$ cat config.mk
export PLATFORM = sky130hd
export DESIGN_NAME = rx_frame_crc_checker_core
export DESIGN_NICKNAME = d
export VERILOG_FILES = /design/src/hw/rtl/rfcc_pkg.sv /design/src/hw/rtl/rfcc_crc_byte.sv /design/src/hw/rtl/rfcc_frame_state.sv /design/src/hw/rtl/rx_frame_crc_checker_core.sv
export SDC_FILE = /design/constraint.sdc
export NUM_CORES = 1
export LEC_CHECK = 0
export ABC_AREA = 1
export BUFFER_PORTS_ARGS = -buffer_cell sky130_fd_sc_hd__buf_2
export CORE_MARGIN = 3
export CORE_UTILIZATION = 52
export DETAILED_ROUTE_END_ITERATION = 6
export PLACE_DENSITY = 0.76
export SYNTH_ARGS = -nofsm -noshare
export SYNTH_HDL_FRONTEND = slang
export SYNTH_SLANG_ARGS = --single-unit
$ cat constraint.sdc
create_clock -name clk -period 3.35 [get_ports clk]
set_clock_uncertainty 0.1 [all_clocks]
set_input_delay 1.005 -clock clk [delete_from_list [all_inputs] [get_ports clk]]
set_output_delay 1.005 -clock clk [all_outputs]
set_load 0.02 [all_outputs]
$ cat src/hw/rtl/rfcc_pkg.sv
// rfcc_pkg: shared constants, status codes and the result struct of the
// received-frame crc checker; no dependencies
package rfcc_pkg;

  localparam int MAX_PAYLOAD_BYTES = 256;
  // byte counter saturates a little above the payload bound
  localparam int COUNT_CAP = MAX_PAYLOAD_BYTES + 5;
  localparam int CNT_W     = $clog2(COUNT_CAP + 1);
  localparam int LEN_W     = CNT_W + 1;
  localparam int PLEN_W    = 9;

  localparam logic [15:0] CRC_POLY = 16'h1021;
  localparam logic [15:0] CRC_INIT = 16'hFFFF;
  localparam logic [15:0] ERR_REPORT_CODE_RESET = 16'd18;

  localparam logic [1:0] STATUS_OK       = 2'd0;
  localparam logic [1:0] STATUS_CRC_BAD  = 2'd1;
  localparam logic [1:0] STATUS_TOO_SHORT = 2'd2;
  localparam logic [1:0] STATUS_TOO_LONG = 2'd3;

  typedef struct packed {
    logic [1:0]        frame_status;
    logic [15:0]       return_code;
    logic              is_error_report;
    logic [7:0]        error_code;
    logic [PLEN_W-1:0] payload_length;
    logic [15:0]       computed_crc;
    logic [15:0]       received_crc;
  } rfcc_result_t;

endpackage

$ cat src/hw/rtl/rfcc_crc_byte.sv
// rfcc_crc_byte: one-byte crc-16/ccitt-false update, msb first
// depends on rfcc_pkg
module rfcc_crc_byte (
  input  logic [15:0] crc_in,
  input  logic [7:0]  data_in,
  output logic [15:0] crc_out
);
  import rfcc_pkg::*;

  always_comb begin
    logic [15:0] c;
    c = crc_in ^ {data_in, 8'h00};
    for (int k = 0; k < 8; k++) begin
      if (c[15]) begin
        c = {c[14:0], 1'b0} ^ CRC_POLY;
      end else begin
        c = {c[14:0], 1'b0};
      end
    end
    crc_out = c;
  end

endmodule

$ cat src/hw/rtl/rfcc_frame_state.sv
// rfcc_frame_state: per-frame state (crc, header, tail, count) and the
// frame-end result logic; depends on rfcc_pkg and rfcc_crc_byte
module rfcc_frame_state (
  input  logic                  clk,
  input  logic                  rst,
  input  logic                  step,
  input  logic [7:0]            rx_byte,
  input  logic                  last_byte,
  input  logic [15:0]           err_report_code,
  output rfcc_pkg::rfcc_result_t res
);
  import rfcc_pkg::*;

  logic [15:0]      crc_accum;
  logic [7:0]       tail0, tail1;
  logic [7:0]       hdr0, hdr1, hdr2;
  logic [CNT_W-1:0] byte_count;

  logic [15:0]      crc_fed, crc_cur;
  logic             feed;
  logic [7:0]       h0, h1, h2;
  logic [LEN_W-1:0] len, plen_full;
  logic             too_short, too_long, crc_match;
  logic [15:0]      rc, rx_crc;

  // byte two places back is now known to be payload
  rfcc_crc_byte u_crc (
    .crc_in  (crc_accum),
    .data_in (tail0),
    .crc_out (crc_fed)
  );

  always_comb begin
    feed      = byte_count >= CNT_W'(2);
    crc_cur   = feed ? crc_fed : crc_accum;
    h0        = (byte_count == CNT_W'(0)) ? rx_byte : hdr0;
    h1        = (byte_count == CNT_W'(1)) ? rx_byte : hdr1;
    h2        = (byte_count == CNT_W'(2)) ? rx_byte : hdr2;
    rc        = {h1, h0};
    rx_crc    = {rx_byte, tail1};
    len       = LEN_W'(byte_count) + LEN_W'(1);
    plen_full = len - LEN_W'(4);
    too_short = len < LEN_W'(4);
    too_long  = !too_short && (plen_full > LEN_W'(MAX_PAYLOAD_BYTES));
    crc_match = crc_cur == rx_crc;

    res.return_code     = rc;
    res.computed_crc    = crc_cur;
    res.received_crc    = rx_crc;
    res.is_error_report = !too_short && crc_match && (rc == err_report_code);
    res.error_code      = res.is_error_report ? h2 : 8'h00;
    if (too_short) begin
      res.frame_status   = STATUS_TOO_SHORT;
      res.payload_length = '0;
    end else if (too_long) begin
      res.frame_status   = STATUS_TOO_LONG;
      res.payload_length = PLEN_W'(MAX_PAYLOAD_BYTES);
    end else begin
      res.frame_status   = crc_match ? STATUS_OK : STATUS_CRC_BAD;
      res.payload_length = plen_full[PLEN_W-1:0];
    end
  end

  always_ff @(posedge clk) begin
    if (rst || (step && last_byte)) begin
      crc_accum  <= CRC_INIT;
      tail0      <= '0;
      tail1      <= '0;
      hdr0       <= '0;
      hdr1       <= '0;
      hdr2       <= '0;
      byte_count <= '0;
    end else if (step) begin
      crc_accum <= crc_cur;
      hdr0      <= h0;
      hdr1      <= h1;
      hdr2      <= h2;
      tail0     <= tail1;
      tail1     <= rx_byte;
      if (byte_count < CNT_W'(COUNT_CAP)) begin
        byte_count <= byte_count + CNT_W'(1);
      end
    end
  end

endmodule

$ cat src/hw/rtl/rx_frame_crc_checker_core.sv
// rx_frame_crc_checker_core: top level of the received-frame crc checker
// depends on rfcc_pkg and rfcc_frame_state
// usage
// - input channel: one frame byte per word (rx_byte, last_byte marks the
//   final byte), moved on in_valid high and in_stall low
// - output channel: one result word per frame, moved on out_valid high
//   and out_stall low; bytes that do not end a frame give no result
// - crc-16/ccitt-false runs over all but the two trailing bytes, which
//   are the received crc, low byte first
// - config: cfg_wr_en writes cfg_wr_data into the error report code;
//   write it only while no frame is in flight
// - result path: a final byte passes the input register, then the result
//   register, before its result shows on the output ports
// - throughput: one byte per cycle while no final byte waits on a stalled
//   output, set by the single byte-wide crc step between the input and result registers
// - reset: frame state clears, crc goes to 0xffff, error report code to 18,
//   both registers empty
// - output stall: non-final bytes keep flowing; a final byte waits in the
//   input register until the result register is free, and meanwhile in_stall
//   holds new bytes off
module rx_frame_crc_checker_core (
  input  logic        clk,
  input  logic        rst,
  // configuration
  input  logic        cfg_wr_en,
  input  logic [15:0] cfg_wr_data,
  // byte input channel
  input  logic        in_valid,
  output logic        in_stall,
  input  logic [7:0]  rx_byte,
  input  logic        last_byte,
  // result channel
  output logic        out_valid,
  input  logic        out_stall,
  output logic [1:0]  frame_status,
  output logic [15:0] return_code,
  output logic        is_error_report,
  output logic [7:0]  error_code,
  output logic [rfcc_pkg::PLEN_W-1:0] payload_length,
  output logic [15:0] computed_crc,
  output logic [15:0] received_crc
);
  import rfcc_pkg::*;

  logic [15:0]  err_report_code;

  // input register
  logic         in_full;
  logic [7:0]   in_byte;
  logic         in_last;

  logic         out_free;
  logic         step;
  rfcc_result_t res;

  // result register can take a word when empty or draining this cycle
  assign out_free = !out_valid || !out_stall;
  // non-final bytes never need the result register
  assign step     = in_full && (!in_last || out_free);
  assign in_stall = in_full && !step;

  always_ff @(posedge clk) begin
    if (rst) begin
      err_report_code <= ERR_REPORT_CODE_RESET;
    end else if (cfg_wr_en) begin
      err_report_code <= cfg_wr_data;
    end
  end

  always_ff @(posedge clk) begin
    if (rst) begin
      in_full <= 1'b0;
    end else if (in_valid && !in_stall) begin
      in_full <= 1'b1;
    end else if (step) begin
      in_full <= 1'b0;
    end
  end

  always_ff @(posedge clk) begin
    if (in_valid && !in_stall) begin
      in_byte <= rx_byte;
      in_last <= last_byte;
    end
  end

  rfcc_frame_state u_frame (
    .clk             (clk),
    .rst             (rst),
    .step            (step),
    .rx_byte         (in_byte),
    .last_byte       (in_last),
    .err_report_code (err_report_code),
    .res             (res)
  );

  // result register
  always_ff @(posedge clk) begin
    if (rst) begin
      out_valid <= 1'b0;
    end else if (out_free) begin
      out_valid <= step && in_last;
    end
  end

  always_ff @(posedge clk) begin
    if (out_free && step && in_last) begin
      frame_status    <= res.frame_status;
      return_code     <= res.return_code;
      is_error_report <= res.is_error_report;
      error_code      <= res.error_code;
      payload_length  <= res.payload_length;
      computed_crc    <= res.computed_crc;
      received_crc    <= res.received_crc;
    end
  end

endmodule
## Yosys cells after proc, flatten, opt, wreduce, memory -nomap -nowiden

Index checks and enable logic that the tools add are counted.

| word-level totals | value |
|---|---|
| latch bits | 0 |
| RAM bits | 0 |
| bits in registers | 160 |
| memory bits (read-only) | 0 |
| input bits | 30 |
| output and inout bits | 70 |
| memories kept | 0 |

| cells by class | value |
|---|---|
| equality and inequality tests | 4 |
| shift operators | 0 |
| $add $sub $neg | 3 |
| bitwise gates (word level) | 9 |
| magnitude comparators | 4 |
| reduce and logical (&&, ||, !) cells | 22 |
| multipliers | 0 |
| divide/modulo/power cells | 0 |
| muxes and demuxes | 17 |

Operators with widths:

| kind | number |
|---|---|
| two-way mux 13 bit | 8 |
| == test 16 bit | 2 |
| two-way mux 8 bit | 3 |
| NOT 3 bit | 8 |
| two-way mux 16 bit | 1 |
| bitwise XOR 16 bit | 1 |
| adder 9 x 1 -> 10 bit (second input constant) | 1 |
| greater-than comparator 10 x 9 -> 1 bit (second input constant) | 1 |
| less-than comparator 10 x 3 -> 1 bit (second input constant) | 1 |
| subtractor 10 x 3 -> 10 bit (second input constant) | 1 |
| adder 9 x 1 -> 9 bit (second input constant) | 1 |
| == test 9 x 1 -> 1 bit (second input constant) | 1 |
| == test 9 x 2 -> 1 bit (second input constant) | 1 |
| greater-or-equal comparator 9 x 2 -> 1 bit (second input constant) | 1 |
| logical AND 1 bit | 9 |
| logical NOT 9 bit | 1 |
| less-than comparator 9 bit (second input constant) | 1 |
| two-way mux 9 bit | 1 |
| logical NOT 1 bit | 6 |
| two-way mux 1 bit | 4 |
| logical OR 1 bit | 3 |
| AND reduction 2 bit | 1 |
| nonzero test 2 bit | 1 |
| OR reduction 2 bit | 1 |

## Longest topological paths before layout

| logic depth | value |
|---|---|
| depth in word-level cells | 21 |
| gate-level depth with buffers | 17 |

## Hierarchy

A second synthesis with hierarchy kept.

| second synthesis, totals | value |
|---|---|
| cell total of the unflattened synthesis | 1029 |
| area, all modules | 7852.5 um^2 |

By module, submodules not included:

| module | area each (um^2) | times used | cells an instance |
|---|---|---|---|
| rfcc_frame_state | 4393.0 | 1 | 750 |
| rx_frame_crc_checker_core | 2970.3 | 1 | 164 |
| rfcc_crc_byte | 489.2 | 1 | 115 |

## Worst setup path before layout

OpenSTA, ideal clock, no wires.

| timing path | value |
|---|---|
| kind | input to register |
| start | in out_stall |
| end | reg computed_crc[0] (enable) |
| required time | 2.827 ns |
| stages on the path | 7 |
| arrival time | 2.724 ns |
| slack | 0.103 ns |
| cell sequence | nand2_1 inv_1 nand2_1 nand2_1 inv_1 nand2_1 inv_1 |

| between the ends | value |
|---|---|
| longest elaborated chain between the ends | 6 |

RTL lines:

| item | line | text |
|---|---|---|
| start, declared | rx_frame_crc_checker_core.sv:34 | `input logic out_stall,` |
| logical NOT 1 bit (*) | rx_frame_crc_checker_core.sv:57 | `assign out_free = !out_valid \|\| !out_stall;` |
| logical OR 1 bit (*) | rx_frame_crc_checker_core.sv:57 |  |
| logical OR 1 bit | rx_frame_crc_checker_core.sv:59 | `assign step = in_full && (!in_last \|\| out_free);` |
| logical AND 1 bit | rx_frame_crc_checker_core.sv:59 |  |
| logical AND 1 bit (*) (2 in a row) | rx_frame_crc_checker_core.sv:107 | `if (out_free && step && in_last) begin` |
| end signal, assigned | rx_frame_crc_checker_core.sv:113 | `computed_crc <= res.computed_crc;` |
| end, declared | rx_frame_crc_checker_core.sv:40 | `output logic [15:0] computed_crc,` |

Mark *: on every way between the ends. The rest lies on a longest branch, timed or not.
A chain may end at the register's enable or synchronous reset.

## Worst setup path in the final report

| timing path | value |
|---|---|
| start | reg u_frame.byte_count[0] |
| end | reg error_code[1], data pin |

| between the ends | value |
|---|---|
| longest elaborated chain between the ends | 5 |
| elaborated cells on any way between the ends | 15 |

RTL lines:

| item | line | text |
|---|---|---|
| start, declared | rfcc_frame_state.sv:17 | `logic [CNT_W-1:0] byte_count;` |
| start signal, assigned | rfcc_frame_state.sv:81 | `byte_count <= byte_count + CNT_W'(1);` |
| adder 9 x 1 -> 10 bit | rfcc_frame_state.sv:41 | `len = LEN_W'(byte_count) + LEN_W'(1);` |
| named net u_frame.len[0] | rfcc_frame_state.sv:22 | `logic [LEN_W-1:0] len, plen_full;` |
| less-than comparator 10 x 3 -> 1 bit | rfcc_frame_state.sv:43 | `too_short = len < LEN_W'(4);` |
| logical NOT 1 bit | rfcc_frame_state.sv:50 | `res.is_error_report = !too_short && crc_match && (rc == err_report_code);` |
| logical AND 1 bit (2 in a row) | rfcc_frame_state.sv:50 |  |
| end signal, assigned | rx_frame_crc_checker_core.sv:111 | `error_code <= res.error_code;` |
| end, declared | rx_frame_crc_checker_core.sv:38 | `output logic [7:0] error_code,` |

The timed path passes the listed nets, and every way through them passes these cells.

==> results.md <==
* Status: complete, no violations
* Worst setup EP type: flip-flop
* Hold EP: err_report_code[8]
* Layout area overhead at 16.3%
* CP startpoint kind: flip-flop
* Routed WL at 19600 um
* Drt drc at 0
* Max-slew violation count at 0
* Total gr overflow at 0
* Initial antenna violation count at 0
* Fill count at 1260
* Layout cell share with drive strength beyond 1 at 0.158
* CTS root buf: clkbuf_16
* Hold WC Path Type: reg2reg
* End of the worst register-to-register path: error_code[1]
* Critical-path top delay cell: o21ai_4
* Worst hold start: err_report_code[8]
* Core ar. at 0.0146 mm^2
* Vias per cell at 5.28
* P_sw at 0.00158 W
* Fmax achieved at 341 MHz
* CP dominant cell by count: nand2_1
* Initial core utilization at 0.534
* Crit-path cells: inv_1, ha_1, nand3_2, o21ai_4, inv_2, nand2_1, nand2_1, nand2_1, nand2_1, nor2_1, nand3_1, nor2_2, nand2_4, nor2_2
* Ys async rst share at 0
* CTS sink count at 160
* Antenna viol nets, final at 0
* Slew Limit Headroom at 0.520
* Int Power at 0.00358 W
* Commonest non-fill, non-tap cell in the layout: nand2_1
* CTS tree: built
* Clock-pin slew of the registers on the worst-case setup and hold paths at 0.06 ns
* Die height at 128 um
* Sequential cell area at 0.00397 mm^2
* Post-route setup TNS at 0 ns
* CTS resizes at 0
* Utilization after layout at 0.621
* Reg2reg path depth at 14
* Power density over the cells at 570 mW/mm^2
* N_diodes at 0
* Clock buffer depth at 2
* RSZ-0062 raised after global routing: false
* Worst Path Arrival at 3.13 ns
* Synthesized cell area at 0.00779 mm^2
* Fin crit period at 2.93 ns
* Switching Fraction at 0.306
* Cells after Synth at 1013
* Final setup fails at 0
* Die footprint at 0.0165 mm^2
* Detailed Route Iter0 Violations at 771
* Vias in the first global route at 6275
* Clock latency on the worst-skew pair at 0.44 ns
* Avg Inst Size Synth at 7.69 um^2
* Number of enable flip-flop cells after synthesis at 77
* Routability Congestion at 0.939
* HPWL Detailed at 13400 um
* Final hold violations at 0
* Die X at 128 um
* Clk pwr share at 0.377
* Hold path depth at 2
* Register bit total from synthesis at 160
* Gr usage total at 0.243
* FF-to-FF Start: u_frame.byte_count[0]
* Peak VDD IR at 0.000369 V
* Seq pwr share at 0.437
* Ys Warns at 0
* Worst path max stage delay at 0.49 ns
* LEAKAGE at 4.30 nW
* Hold Buf Count CTS at 0
* CP Max Fanout at 20
* Final nets at 1147
* Htree depth at 4
* Max-cap viol count at 0
* Synth unique cells at 32
* First-pass GRT wire length at 31100 um
* Cell family with most CP delay: simple AND/OR/NAND/NOR gates
* I/O pin count at 100
* Setup CP Type: reg2reg
* I/O Buffers at 99
* Drt first pass iters at 7
* Worst-margin pin slew at 0.719 ns
* WL/cell at 15.0 um
* Worst Path Buf+Inv at 2
* Final Cycle Share at 0.876
* WP data required at 3.55 ns
* Net Count, Synth at 1048
* Total CTS buffers at 17
* Routed via count at 6918
* Most frequent cells in the layout: 330 x nand2_1, 125 x inv_1, 99 x buf_2
* Comb pwr share at 0.186
* Sequential area share after synthesis at 0.510
* Pin count of the biggest net entering global routing at 65
* Flop-to-flop setup slack at 0.42 ns
* Top_reg_cell synth: dfxtp_1
* Multi-input logic area at 0.00317 mm^2
* Placement Rows at 44
* # Post-CTS Setup Buffers at 0
[cell usage after synthesis, drive strengths merged, types with 2 or more instances]
cell type	count	area [um^2]
nand4	5	31.3
ha	5	62.6
o211ai	18	135
edfxtp	77	2310
nor2	88	393
nand3	90	460
nand2	342	1330
clkbuf	15	56.3
xor2	4	35.0
a21oi	54	270
dfxtp	83	1660
inv	132	495
o21ai	78	405
xnor2	2	17.5
buf	15	91.3
[routing by layer]
layer | global-route usage | wire length (um)
met1 | 0.314 | 8270
met2 | 0.397 | 9440
met3 | 0.0577 | 1390
met4 | 0.0980 | 512
met5 | 0 | 0
[worst max path at each step]
stage / from / endpoint / cells past startpoint
2_1_floorplan: out_stall / computed_crc[0] / 7
5_1_grt: u_frame.byte_count[0] / error_code[3] / 14
3_5_place_dp: u_frame.byte_count[0] / error_code[1] / 14
4_1_cts: u_frame.byte_count[0] / error_code[1] / 14
3_3_place_gp: u_frame.byte_count[0] / error_code[2] / 14
6_report: u_frame.byte_count[0] / error_code[1] / 14
[final cells by class]
cell class / instances / area share
Clock inverter: 14 / 0.0174
Sequential cell: 160 / 0.439
Tap cell: 184 / 0.0254
Clock buffer: 18 / 0.0474
Multi-Input combinational cell: 690 / 0.349
Timing Repair Buffer: 110 / 0.0666
Inverter: 133 / 0.0551
[cells by family (layout without fill, tap and decap cells)]
group                    Yosys count  in the layout  synth area share
AND/OR/NAND/NOR                  528            528             0.287
AO/OA/AOI/OAI                    151            151             0.105
buffers and inverters            163            275            0.0831
XOR/XNOR                           6              6           0.00675
adder cells (fa/ha/maj)            5              5           0.00803
flip-flops                       160            160             0.510
[metrics by stage]
step	power [W]	hold WS, ns	std cells	setup WS [ns]	cell area [um^2]
2_1_floorplan	0.00299	0.344	1013	0.103	7790
3_3_place_gp	0.00323	0.357	1277	0.551	8470
3_5_place_dp	0.00324	0.360	1277	0.478	8470
4_1_cts	0.00517	0.370	1309	0.477	9060
5_1_grt	0.00541	0.390	1309	0.224	9060
6_report	0.00516	0.368	1309	0.416	9060
[worst register-to-register path, delay by kind of cell, from the launching register on]
family | cells | cell delay, ns
DFF | 1 | 0.37
adders and majority gates | 1 | 0.25
and+or+nand+nor | 10 | 1.22
buffers and inverters | 2 | 0.40
AOI/OAI and AO/OA | 1 | 0.49
[power groups by stage]
stage / clock network [W] / logic, W / registers, W
after floorplan: 0 / 0.000671 / 0.00232
after global placement: 0 / 0.000935 / 0.00230
after detailed placement: 0 / 0.000943 / 0.00230
after CTS: 0.00196 / 0.000951 / 0.00226
after global routing: 0.00206 / 0.00108 / 0.00227
final: 0.00194 / 0.000961 / 0.00226
[state kept, by name (all words and copies together) (netlist names), 9 cells and up]
| signal | count |
|---|---|
| computed_crc | 16 |
| err_report_code | 16 |
| payload_length | 9 |
| received_crc | 16 |
| return_code | 16 |
| u_frame.byte_count | 9 |
| u_frame.crc_accum | 16 |
(Power assumes the default switching activity.)
